### config.mk
export PLATFORM = sky130hd
export DESIGN_NAME = sha256_stream_hash_unit
export DESIGN_NICKNAME = d
export VERILOG_FILES = /design/src/rtl/core/sha_pkg.sv /design/src/rtl/core/sha_round_core.sv /design/src/rtl/core/sha256_stream_hash_unit.sv
export VERILOG_INCLUDE_DIRS = /design/src /design/src/rtl/core
export SDC_FILE = /design/constraint.sdc
export NUM_CORES = 2
export LEC_CHECK = 0
export CAP_MARGIN = 20
export CORE_MARGIN = 1
export CORE_UTILIZATION = 50
export CTS_CLUSTER_SIZE = 8
export DETAILED_ROUTE_END_ITERATION = 16
export DONT_BUFFER_PORTS = 1
export PLACE_DENSITY = 0.65
export SKIP_LAST_GASP = 1
export SLEW_MARGIN = 20
export SYNTH_ARGS = -nofsm -noshare
export SYNTH_HDL_FRONTEND = slang
export SYNTH_SLANG_ARGS = --single-unit
### constraint.sdc
create_clock -name clock -period 47.3 [get_ports clock]
set_input_delay 4.73 -clock clock [delete_from_list [all_inputs] [get_ports clock]]
set_output_delay 4.73 -clock clock [all_outputs]
set_load 0.005 [all_outputs]
### src/rtl/core/sha256_stream_hash_unit_macros.svh
// Assertion macros for the SHA-256 stream hash unit.
// Depends on nothing; included by modules that assert.
`ifndef SHA256_STREAM_HASH_UNIT_MACROS_SVH
`define SHA256_STREAM_HASH_UNIT_MACROS_SVH
// Implication checked on every clock edge outside reset.
`define SHU_ASSERT_IMP(label, clk, rst, ante, cons, msg) \
   label: assert property (@(posedge clk) disable iff (rst) (ante) |-> (cons)) \
      else $error(msg);
// Implication whose consequent is checked in the cycle after the antecedent.
`define SHU_ASSERT_NEXT(label, clk, rst, ante, cons, msg) \
   label: assert property (@(posedge clk) disable iff (rst) (ante) |=> (cons)) \
      else $error(msg);
`endif

### src/rtl/core/sha_pkg.sv
// Package for the SHA-256 stream hash unit: constants, round table, helpers.
// Depends on nothing.
package sha_pkg;
   localparam int BlockBytes = 64;
   localparam int RoundCount = 64;
   localparam logic [7:0] PadByte = 8'h80;

   function automatic logic [31:0] init_h(input logic [2:0] idx);
      logic [31:0] r;
      case (idx)
         3'd0: r = 32'h6a09e667;
         3'd1: r = 32'hbb67ae85;
         3'd2: r = 32'h3c6ef372;
         3'd3: r = 32'ha54ff53a;
         3'd4: r = 32'h510e527f;
         3'd5: r = 32'h9b05688c;
         3'd6: r = 32'h1f83d9ab;
         default: r = 32'h5be0cd19;
      endcase
      return r;
   endfunction

   localparam logic [31:0] RoundK [64] = '{
      32'h428a2f98, 32'h71374491, 32'hb5c0fbcf, 32'he9b5dba5, 32'h3956c25b, 32'h59f111f1,
      32'h923f82a4, 32'hab1c5ed5, 32'hd807aa98, 32'h12835b01, 32'h243185be, 32'h550c7dc3,
      32'h72be5d74, 32'h80deb1fe, 32'h9bdc06a7, 32'hc19bf174, 32'he49b69c1, 32'hefbe4786,
      32'h0fc19dc6, 32'h240ca1cc, 32'h2de92c6f, 32'h4a7484aa, 32'h5cb0a9dc, 32'h76f988da,
      32'h983e5152, 32'ha831c66d, 32'hb00327c8, 32'hbf597fc7, 32'hc6e00bf3, 32'hd5a79147,
      32'h06ca6351, 32'h14292967, 32'h27b70a85, 32'h2e1b2138, 32'h4d2c6dfc, 32'h53380d13,
      32'h650a7354, 32'h766a0abb, 32'h81c2c92e, 32'h92722c85, 32'ha2bfe8a1, 32'ha81a664b,
      32'hc24b8b70, 32'hc76c51a3, 32'hd192e819, 32'hd6990624, 32'hf40e3585, 32'h106aa070,
      32'h19a4c116, 32'h1e376c08, 32'h2748774c, 32'h34b0bcb5, 32'h391c0cb3, 32'h4ed8aa4a,
      32'h5b9cca4f, 32'h682e6ff3, 32'h748f82ee, 32'h78a5636f, 32'h84c87814, 32'h8cc70208,
      32'h90befffa, 32'ha4506ceb, 32'hbef9a3f7, 32'hc67178f2};

   function automatic logic [31:0] ror(input logic [31:0] x, input int n);
      return (x >> n) | (x << (32 - n));
   endfunction

   typedef struct packed {
      logic start;   // begin compressing the 16 loaded words
      logic busy;
      logic done;    // one-cycle pulse after the chain update
   } core_ctl_type;
endpackage

### src/rtl/core/sha_round_core.sv
// SHA-256 compression engine: one round per cycle on a 16-word schedule window.
// Depends on sha_pkg.
`include "sha256_stream_hash_unit_macros.svh"
module sha_round_core (
   input  logic                clock,
   input  logic                reset,
   input  logic                start,
   input  logic                load_we,
   input  logic [31:0]         load_word,
   input  logic                chain_init,
   input  logic [2:0]          rd_idx,
   output logic [31:0]         rd_word,
   output sha_pkg::core_ctl_type ctl
);
   logic [31:0] w_ff [16];
   logic [31:0] v_ff [8];
   logic [31:0] h_ff [8];
   logic [6:0]  rnd_ff, rnd_in;
   logic        busy_ff, busy_in, done_ff, done_in;
   logic [31:0] s0, s1, wnew, t1, t2, ch, maj, bs0, bs1;

   always_comb begin
      s0 = sha_pkg::ror(w_ff[1], 7) ^ sha_pkg::ror(w_ff[1], 18) ^ (w_ff[1] >> 3);
      s1 = sha_pkg::ror(w_ff[14], 17) ^ sha_pkg::ror(w_ff[14], 19) ^ (w_ff[14] >> 10);
      wnew = w_ff[0] + s0 + w_ff[9] + s1;
      bs1 = sha_pkg::ror(v_ff[4], 6) ^ sha_pkg::ror(v_ff[4], 11) ^ sha_pkg::ror(v_ff[4], 25);
      ch = (v_ff[4] & v_ff[5]) ^ (~v_ff[4] & v_ff[6]);
      t1 = v_ff[7] + bs1 + ch + sha_pkg::RoundK[rnd_ff[5:0]] + w_ff[0];
      bs0 = sha_pkg::ror(v_ff[0], 2) ^ sha_pkg::ror(v_ff[0], 13) ^ sha_pkg::ror(v_ff[0], 22);
      maj = (v_ff[0] & v_ff[1]) ^ (v_ff[0] & v_ff[2]) ^ (v_ff[1] & v_ff[2]);
      t2 = bs0 + maj;
      busy_in = busy_ff;
      rnd_in = rnd_ff;
      done_in = 1'b0;
      if (start) begin
         busy_in = 1'b1;
         rnd_in = '0;
      end else if (busy_ff) begin
         rnd_in = rnd_ff + 7'd1;
         if (rnd_ff == 7'(sha_pkg::RoundCount)) begin
            busy_in = 1'b0;
            done_in = 1'b1;
         end
      end
   end

   always_ff @(posedge clock) begin
      if (reset) begin
         busy_ff <= 1'b0;
         done_ff <= 1'b0;
         rnd_ff <= '0;
      end else begin
         busy_ff <= busy_in;
         done_ff <= done_in;
         rnd_ff <= rnd_in;
      end
   end

   // Schedule window: shift in bytes-words while loading, advance per round.
   always_ff @(posedge clock) begin
      if (load_we) begin
         for (int i = 0; i < 15; i++) w_ff[i] <= w_ff[i + 1];
         w_ff[15] <= load_word;
      end else if (busy_ff && rnd_ff < 7'(sha_pkg::RoundCount)) begin
         for (int i = 0; i < 15; i++) w_ff[i] <= w_ff[i + 1];
         w_ff[15] <= wnew;
      end
   end

   always_ff @(posedge clock) begin
      if (reset || chain_init) begin
         for (int i = 0; i < 8; i++) h_ff[i] <= sha_pkg::init_h(3'(i));
      end else if (start) begin
         for (int i = 0; i < 8; i++) v_ff[i] <= h_ff[i];
      end else if (busy_ff && rnd_ff < 7'(sha_pkg::RoundCount)) begin
         v_ff[7] <= v_ff[6];
         v_ff[6] <= v_ff[5];
         v_ff[5] <= v_ff[4];
         v_ff[4] <= v_ff[3] + t1;
         v_ff[3] <= v_ff[2];
         v_ff[2] <= v_ff[1];
         v_ff[1] <= v_ff[0];
         v_ff[0] <= t1 + t2;
      end else if (busy_ff) begin
         for (int i = 0; i < 8; i++) h_ff[i] <= h_ff[i] + v_ff[i];
      end
   end

   assign rd_word = h_ff[rd_idx];
   assign ctl.start = start;
   assign ctl.busy = busy_ff;
   assign ctl.done = done_ff;

   `SHU_ASSERT_IMP(a_no_restart, clock, reset, busy_ff, !start, "start while busy")
   `SHU_ASSERT_NEXT(a_done_end, clock, reset, busy_ff && rnd_ff == 7'd64, done_ff && !busy_ff,
      "round count end without done")
   `SHU_ASSERT_IMP(a_no_load, clock, reset, busy_ff, !load_we, "load during rounds")
endmodule

### src/rtl/core/sha256_stream_hash_unit.sv
// SHA-256 stream hash unit: gathers message bytes, pads and compresses, emits digest.
// Depends on sha_pkg, sha_round_core and the assertion macro header.
// The unit takes one beat per accept and then drops req_ready until that beat's
// work is done. A beat that neither fills nor closes the block passes through
// StStep: shift in and count, then ready again. So beats cannot be taken back to back.
// Message bytes shift into a 64-byte register in arrival order. The 64th byte
// starts a block: StLoad moves the 16 words into the round engine, then come a
// start, 64 rounds at one per cycle, the chain update and done; then req_ready returns.
// A closing beat first shifts in the padding at one byte per cycle: 0x80, then
// zeros, and in the final block the 64-bit bit length, until the block is full;
// then the block run follows. When 56 or more bytes are held, the padding spills
// into a second block, which takes another pad pass and another block run.
// The eight digest words then go out on rsp_ one per beat, H0 first. Each word
// is held until rsp_ready. After the eighth word is taken, the chain returns to
// the initial values and req_ready rises again.
`include "sha256_stream_hash_unit_macros.svh"
module sha256_stream_hash_unit (
   input  logic        clock,
   input  logic        reset,
   input  logic        req_valid,
   output logic        req_ready,
   input  logic [7:0]  req_data_byte,
   input  logic        req_byte_present,
   input  logic        req_message_end,
   output logic        rsp_valid,
   input  logic        rsp_ready,
   output logic [31:0] rsp_digest_word,
   output logic [2:0]  rsp_word_index,
   output logic        rsp_last_word
);
   localparam logic [2:0] StIdle = 3'd0;
   localparam logic [2:0] StLoad = 3'd1;  // move 16 words into the engine
   localparam logic [2:0] StRun  = 3'd2;
   localparam logic [2:0] StOut  = 3'd3;
   localparam logic [2:0] StStep = 3'd4;  // byte stored, return ready
   localparam logic [2:0] StPad  = 3'd5;  // shift in one padding byte per cycle

   logic [2:0]  st_ff, st_in;
   logic [7:0]  blk_ff [64];
   logic [5:0]  fill_ff, fill_in;
   logic [60:0] total_ff, total_in;
   logic        closing_ff, closing_in;   // pad mode active
   logic        second_ff, second_in;     // current pad block is the second
   logic        twoblk_ff, twoblk_in;
   logic        mark_ff, mark_in;         // 0x80 still to be shifted in
   logic        pend_end_ff, pend_end_in; // full block also closes the message
   logic [3:0]  ld_ff, ld_in;
   logic [2:0]  oidx_ff, oidx_in;
   logic        start, load_we, chain_init, accept;
   logic        shift_byte, shift_word;
   logic [7:0]  shift_data, pad_data;
   logic [31:0] load_word, rd_word;
   logic [63:0] bits;
   sha_pkg::core_ctl_type ctl;

   assign accept = req_valid && req_ready;
   assign req_ready = (st_ff == StIdle);
   assign bits = {total_ff, 3'b000};

   // Once the block is full, the oldest four bytes sit at the bottom of the shift register.
   assign load_word = {blk_ff[0], blk_ff[1], blk_ff[2], blk_ff[3]};

   always_comb begin
      st_in = st_ff;
      fill_in = fill_ff;
      total_in = total_ff;
      closing_in = closing_ff;
      second_in = second_ff;
      twoblk_in = twoblk_ff;
      mark_in = mark_ff;
      pend_end_in = pend_end_ff;
      ld_in = ld_ff;
      oidx_in = oidx_ff;
      load_we = 1'b0;
      start = 1'b0;
      chain_init = 1'b0;
      shift_byte = 1'b0;
      shift_word = 1'b0;
      // Padding byte for the position the next shift fills.
      pad_data = 8'h00;
      if (mark_ff) begin
         pad_data = sha_pkg::PadByte;
      end else if ((second_ff || !twoblk_ff) && fill_ff >= 6'd56) begin
         pad_data = bits[8 * (7 - int'(fill_ff[2:0])) +: 8];
      end
      shift_data = (st_ff == StPad) ? pad_data : req_data_byte;
      case (st_ff)
         StIdle: begin
            if (accept) begin
               if (req_byte_present) begin
                  shift_byte = 1'b1;
                  fill_in = fill_ff + 6'd1;
                  total_in = total_ff + 61'd1;
               end
               pend_end_in = req_message_end;
               closing_in = req_message_end;
               second_in = 1'b0;
               mark_in = 1'b1;
               ld_in = '0;
               twoblk_in = (req_byte_present ? fill_ff + 6'd1 : fill_ff) >= 6'd56;
               if (req_byte_present && fill_ff == 6'd63) begin
                  closing_in = 1'b0;
                  st_in = StLoad;
               end else if (req_message_end) begin
                  st_in = StPad;
               end else begin
                  st_in = StStep;
               end
            end
         end
         StStep: st_in = StIdle;
         StPad: begin
            shift_byte = 1'b1;
            mark_in = 1'b0;
            fill_in = fill_ff + 6'd1;
            if (fill_ff == 6'd63) st_in = StLoad;
         end
         StLoad: begin
            load_we = 1'b1;
            shift_word = 1'b1;
            ld_in = ld_ff + 4'd1;
            if (ld_ff == 4'd15) st_in = StRun;
         end
         StRun: begin
            if (!ctl.busy && !ctl.done && ld_ff == 4'd0) begin
               start = 1'b1;
               ld_in = 4'd1;  // mark engine launched
            end else if (ctl.done) begin
               ld_in = '0;
               if (!closing_ff) begin
                  // A full block that also ends the message still needs padding.
                  if (pend_end_ff) begin
                     closing_in = 1'b1;
                     twoblk_in = 1'b0;
                     mark_in = 1'b1;
                     st_in = StPad;
                  end else begin
                     st_in = StIdle;
                  end
               end else if (twoblk_ff && !second_ff) begin
                  second_in = 1'b1;
                  st_in = StPad;
               end else begin
                  oidx_in = '0;
                  st_in = StOut;
               end
            end
         end
         StOut: begin
            if (rsp_ready) begin
               oidx_in = oidx_ff + 3'd1;
               if (oidx_ff == 3'd7) begin
                  chain_init = 1'b1;
                  fill_in = '0;
                  total_in = '0;
                  closing_in = 1'b0;
                  st_in = StIdle;
               end
            end
         end
         default: st_in = StIdle;
      endcase
   end

   always_ff @(posedge clock) begin
      if (reset) begin
         st_ff <= StIdle;
         fill_ff <= '0;
         total_ff <= '0;
         closing_ff <= 1'b0;
         second_ff <= 1'b0;
         twoblk_ff <= 1'b0;
         mark_ff <= 1'b0;
         ld_ff <= '0;
         oidx_ff <= '0;
         pend_end_ff <= 1'b0;
      end else begin
         st_ff <= st_in;
         fill_ff <= fill_in;
         total_ff <= total_in;
         closing_ff <= closing_in;
         second_ff <= second_in;
         twoblk_ff <= twoblk_in;
         mark_ff <= mark_in;
         ld_ff <= ld_in;
         oidx_ff <= oidx_in;
         pend_end_ff <= pend_end_in;
      end
   end

   // Block shift register: advance one byte per message or pad byte, four per load.
   always_ff @(posedge clock) begin
      if (shift_byte) begin
         for (int i = 0; i < 63; i++) blk_ff[i] <= blk_ff[i + 1];
         blk_ff[63] <= shift_data;
      end else if (shift_word) begin
         for (int i = 0; i < 60; i++) blk_ff[i] <= blk_ff[i + 4];
      end
   end

   sha_round_core u_core (
      .clock      (clock),
      .reset      (reset),
      .start      (start),
      .load_we    (load_we),
      .load_word  (load_word),
      .chain_init (chain_init),
      .rd_idx     (oidx_ff),
      .rd_word    (rd_word),
      .ctl        (ctl)
   );

   assign rsp_valid = (st_ff == StOut);
   assign rsp_digest_word = rd_word;
   assign rsp_word_index = oidx_ff;
   assign rsp_last_word = (oidx_ff == 3'd7);

   `SHU_ASSERT_IMP(a_out_idle, clock, reset, rsp_valid, !req_ready, "digest while taking bytes")
   `SHU_ASSERT_IMP(a_run_busy, clock, reset, ctl.busy, st_ff == StRun, "engine busy out of run")
   `SHU_ASSERT_NEXT(a_last_ret, clock, reset, rsp_valid && rsp_ready && rsp_last_word,
      req_ready && fill_ff == 6'd0, "no return after digest")
endmodule
# Yosys cells after proc, flatten, opt, wreduce, memory -nomap -nowiden
# Memories as Yosys holds them, arrays and structs flattened. A register that Yosys moved wholly into a read port is not among the register bits.
# Index checks and enable logic that the tools add are counted.
totals:
  memories: 5
  mem_bits_rw: 1536
  word_cells: 426
  romBits: 2048
  reg_bits: 91
  in_bits: 14
memory_table:
  columns: ["name", "words", "width", "rd", "rd_ports_with_merged_regs", "wr", "line_no", "rtl"]
  rows:
  - ["(name not given)", 64, 32, 1, 0, 0, "sha_round_core.sv:28", "t1 = v_ff[7] + bs1 + ch + sha_pkg::RoundK[rnd_ff[5:0]] + w_ff[0];"]
  - ["blk_ff", 64, 8, 64, 0, 64, "sha256_stream_hash_unit.sv:39", "logic [7:0] blk_ff [64];"]
  - ["u_core.w_ff", 16, 32, 16, 0, 16, "sha_round_core.sv:15", "logic [31:0] w_ff [16];"]
  - ["u_core.h_ff", 8, 32, 9, 1, 8, "sha_round_core.sv:17", "logic [31:0] h_ff [8];"]
  - ["u_core.v_ff", 8, 32, 8, 0, 8, "sha_round_core.sv:16", "logic [31:0] v_ff [8];"]
classes:
  n_addsub: 24
  n_mux: 202
  n_shift: 1
  eq_ne: 22
  bitwise_logic: 121
  n_lt_le_gt_ge: 4
  reduce_logical: 34
op_table:
  columns: ["operator", "count"]
  rows:
  - ["$mux 32", 42]
  - ["$add 32x32->32", 18]
  - ["$mux 8", 63]
  - ["$xor 32x32->32", 9]
  - ["$mux 61", 4]
  - ["$and 32x32->32", 5]
  - ["$pmux 61 s2", 1]
  - ["$or 1x1->1", 92]
  - ["$shiftx 64x7->8", 1]
  - ["$add 61x1->61 const B", 1]
  - ["$mux 1", 58]
  - ["$mux 3", 18]
  - ["$not 32->32", 1]
  - ["$or 10x32->32", 1]
  - ["$or 13x32->32", 1]
  - ["$or 14x32->32", 1]
  - ["$or 15x32->32", 1]
  - ["$or 19x32->32", 1]
  - ["$or 21x32->32", 1]
  - ["$or 25x32->32", 1]
  - ["$or 26x32->32", 1]
  - ["$or 30x32->32", 1]
  - ["$or 7x32->32", 1]
  - ["$xor 32x22->32", 1]
  - ["43 further kinds", 84]

# Logic depth before layout (Yosys ltp)
# An unclocked memory read counts as a cell.
depth:
  word_depth: 10
  ltp_mapped: 40
  mapped_depth_nobuf: 38

# Cells and area by module
# Synthesis repeated with hierarchy kept, for this count alone.
unflattened:
  hier_cells: 7802
  area_unflattened_um2: 91943.2
modules_own_cells:
  columns: ["mod", "n_inst", "cells_each", "area_each_um2"]
  rows:
  - ["sha_round_core", 1, 6142, 65893.2]
  - ["sha256_stream_hash_unit", 1, 1660, 26050.0]

# Least setup slack after synthesis
# Ideal clock, no wire load.
synth_path:
  path_type: "input to register"
  from: "input port reset"
  to: "memory u_core.v_ff[0][0] (enable)"
  n_path_buf: 3
  required_ps: 46341
  t_arrival_ps: 17783
  setup_ps: 959
  slack_ps: 28558
  cell_stages: 5
  cell_sequence: "clkbuf_1 -> o21bai_1 -> clkbuf_1 -> clkbuf_1 -> a21oi_1"
synth_rtl:
  columns: ["item", "line_no", "rtl"]
  rows:
  - ["from (decl)", "sha256_stream_hash_unit.sv:19", "input logic reset,"]
  - ["to (decl)", "sha_round_core.sv:16", null]

==> results.md <==
- Fmax achieved: 90.8 MHz
- # DRC: 0
- Top cell type's share of synthesized area: 0.509
- Unrepaired setup endpoints after global routing: false
- CTS root buf: clkbuf_16
- Gr ovfl total: 0
- Setup_tns: 0 ns
- Post-route cell area: 0.0992 mm²
- Final net count: 9073
- Die height: 428 µm
- Post-Syn Area: 0.0907 mm²
- H-tree Lvls: 4
- Area Growth Syn to Fin: 9.42%
- Area of the core: 0.179 mm²
- Number of fill cells: 15.5k
- Post-CTS resize count: 0
- Vias in the first global route: 60.7k
- Tot GR Track Use: 0.264
- DR WL/cell: 22.4 µm
- Fin cells: 10.9k
- Total wire length: 244000 µm
- Max Transition Viols Final: 0
- Hold path depth: 0
- Setup crit end kind: register
- Actual slew at the worst max-slew pin: 1.16 ns
- Rel. slew slack: 0.220
- Worst-skew pair later-pin latency: 0.89 ns
- Worst Path Max Fanout: 26
- Worst hold path class: register to register
- Critical path type: register to register
- Post-synth EDFFs: 1536
- RR Endpoint: u_core.v_ff[0][30]
- Final GP Congestion: 0.957
- First-pass GRT wire length: 370000 µm
- Synth Flop Type: edfxtp_1
- Initial Utilization: 0.506
- Final min period: 11.01 ns
- Bufs on Longest Clock Path: 3
- Syn nets: 9142
- Hold_sp: u_core.w_ff[0][224]
- Vias: 63.0k
- Yosys warnings: 0
- Hold Vio Cnt, Final: 0
- Synth unique cells: 87
- Count of hold-fix buffers inserted at cts: 0
- CP max stage cell: o311ai_0
- Crit path top cell by count: fa_1
- Synth top area cells: edfxtp_1 (51%), nand2_1 (10%), ha_1 (5.5%)
- Synth cell count leaders: nand2_1 (2474), edfxtp_1 (1536), ha_1 (402)
- IO Count: 52
- Cts bufs inserted: 223
- Period utilization: 0.233
- Sequential cell area fraction in the yosys report: 0.530
- TritonCTS clock tree: yes
- Share of cells above drive strength 1: 0.0601
- Vias per inst: 5.78
- Ys async rst share: 0
- Worst EP required: 48.05 ns
- Area leader, netlist: edfxtp_1
- Max Cap Viol: 0
- Syn avg cell area: 10.6 µm²
- Clock slew at reported path FFs: 0.05 ns
- Path depth of the worst reg2reg path: 36
- DP HPWL: 175000 µm
- Post CTS Setup Buffer Count: 0
- Layout Skew: 0.0499 ns
- Largest net degree at the start of global routing: 194
- Status: finished clean
- Worst R2R Start: u_core.rnd_ff[1]
- Inst Count DP: 10.6k
- Horiz. Die Dim: 428 µm
- #FFs+latches synth: 1630
- Drt initial violations: 6069
- DR pass1 iterations: 5
- # rows: 155
- Arr. time, crit path: 11.76 ns
- Largest stage delay, worst path: 0.89 ns
- Dpl cell area: 0.0930 mm²
- Syn Inst Count: 8531
- Min-Delay Endpoint: u_core.w_ff[0][192]
- Initial antenna violation count: 8
- Die area: 0.183 mm²
- Setup Viol. Count Final: 0
- R2R Setup Slk: 36.29 ns
- Count leader, synth: nand2_1
- Post-route ant nets: 0
- # port buffers: 0
- Clk sinks: 1630
- Crit path launch type: register
==> logic make-up after synthesis <==
| logic type | Yosys count | share of synthesized area |
|---|---|---|
| and+or+nand+nor | 3425 | 0.156 |
| DFF | 1630 | 0.530 |
| AOI/OAI and AO/OA | 1326 | 0.0929 |
| buffers and inverters | 754 | 0.0312 |
| adders and majority gates | 619 | 0.101 |
| xor gates and xnor gates | 611 | 0.0590 |
| muxes | 166 | 0.0307 |
==> cell usage in the layout, fill, tap and decap left out, drive strengths merged, types with 42 or more instances in the layout <==
| cell type | synthesis | routed |
|---|---|---|
| a211oi | 47 | 47 |
| a21o | 180 | 180 |
| a21oi | 341 | 341 |
| a31oi | 50 | 50 |
| and3 | 52 | 52 |
| buf | 45 | 78 |
| clkbuf | 327 | 287 |
| dfxtp | 94 | 94 |
| edfxtp | 1536 | 1536 |
| fa | 195 | 195 |
| ha | 402 | 402 |
| inv | 381 | 384 |
| mux2 | 44 | 44 |
| mux4 | 85 | 85 |
| nand2 | 2474 | 2474 |
| nand2b | 73 | 73 |
| nand3 | 89 | 89 |
| nor2 | 401 | 401 |
| nor2b | 59 | 59 |
| nor3 | 97 | 97 |
| o21a | 65 | 65 |
| o21ai | 359 | 359 |
| o21bai | 42 | 42 |
| xnor2 | 364 | 364 |
| xor2 | 247 | 247 |
==> critical path: cells and delay by family (launching register included) <==
kind / cells / cell delay (ns)
AOI/OAI and AO/OA: 14 / 4.41
adders and majority gates: 7 / 3.14
buffers and inverters: 6 / 1.46
and+or+nand+nor: 8 / 1.33
DFF: 1 / 0.30
xor gates and xnor gates: 1 / 0.21
==> through the flow <==
step            util  setup WS [ns]  hold slack [ns]
2_1_floorplan      -          28.56            0.400
3_3_place_gp   0.519          36.71            0.400
3_5_place_dp   0.519          36.59            0.405
4_1_cts        0.553          36.54            0.396
5_1_grt        0.554          35.66            0.400
6_report       0.554          36.29            0.391
==> worst max path at each step <==
stage / end / startpoint / cells after the start
3_3_place_gp: u_core.v_ff[0][30] / u_core.rnd_ff[1] / 36
3_5_place_dp: u_core.v_ff[0][30] / u_core.rnd_ff[1] / 36
5_1_grt: u_core.v_ff[0][30] / u_core.rnd_ff[1] / 36
4_1_cts: u_core.v_ff[0][25] / u_core.rnd_ff[1] / 37
6_report: u_core.v_ff[0][30] / u_core.rnd_ff[1] / 36
2_1_floorplan: u_core.v_ff[0][0] / reset / 5
==> metal layers <==
metal,track usage,vias to the layer above,share of wire
li1,-,29600,-
met1,0.374,31000,0.44
met2,0.411,2041,0.46
met3,0.0509,354,0.073
met4,0.0783,4,0.027
met5,0,-,0.00011
==> cell type report <==
type / count / area (µm²) / area share
sequential: 1630 / 48000 / 0.484
multi-input combinational: 6147 / 39900 / 0.403
clock buffer: 287 / 5890 / 0.0594
tap: 2355 / 2950 / 0.0297
inverter: 382 / 1440 / 0.0145
timing repair buffer: 78 / 643 / 0.00648
clock inverter: 17 / 315 / 0.00318
antenna: 3 / 7.51 / 0.0000757
==> sequential cells by signal, summed over array words and instances (netlist names), 4 cells and up, named ones only <==
name	cells
ld_ff	4
u_core.h_ff	256
fill_ff	6
u_core.rnd_ff	7
blk_ff	512
u_core.v_ff	256
total_ff	61
u_core.w_ff	512
Power is left out: the tool's default activity adds up to more than one toggle a clock period on the data nets, which glitch-free logic cannot reach.
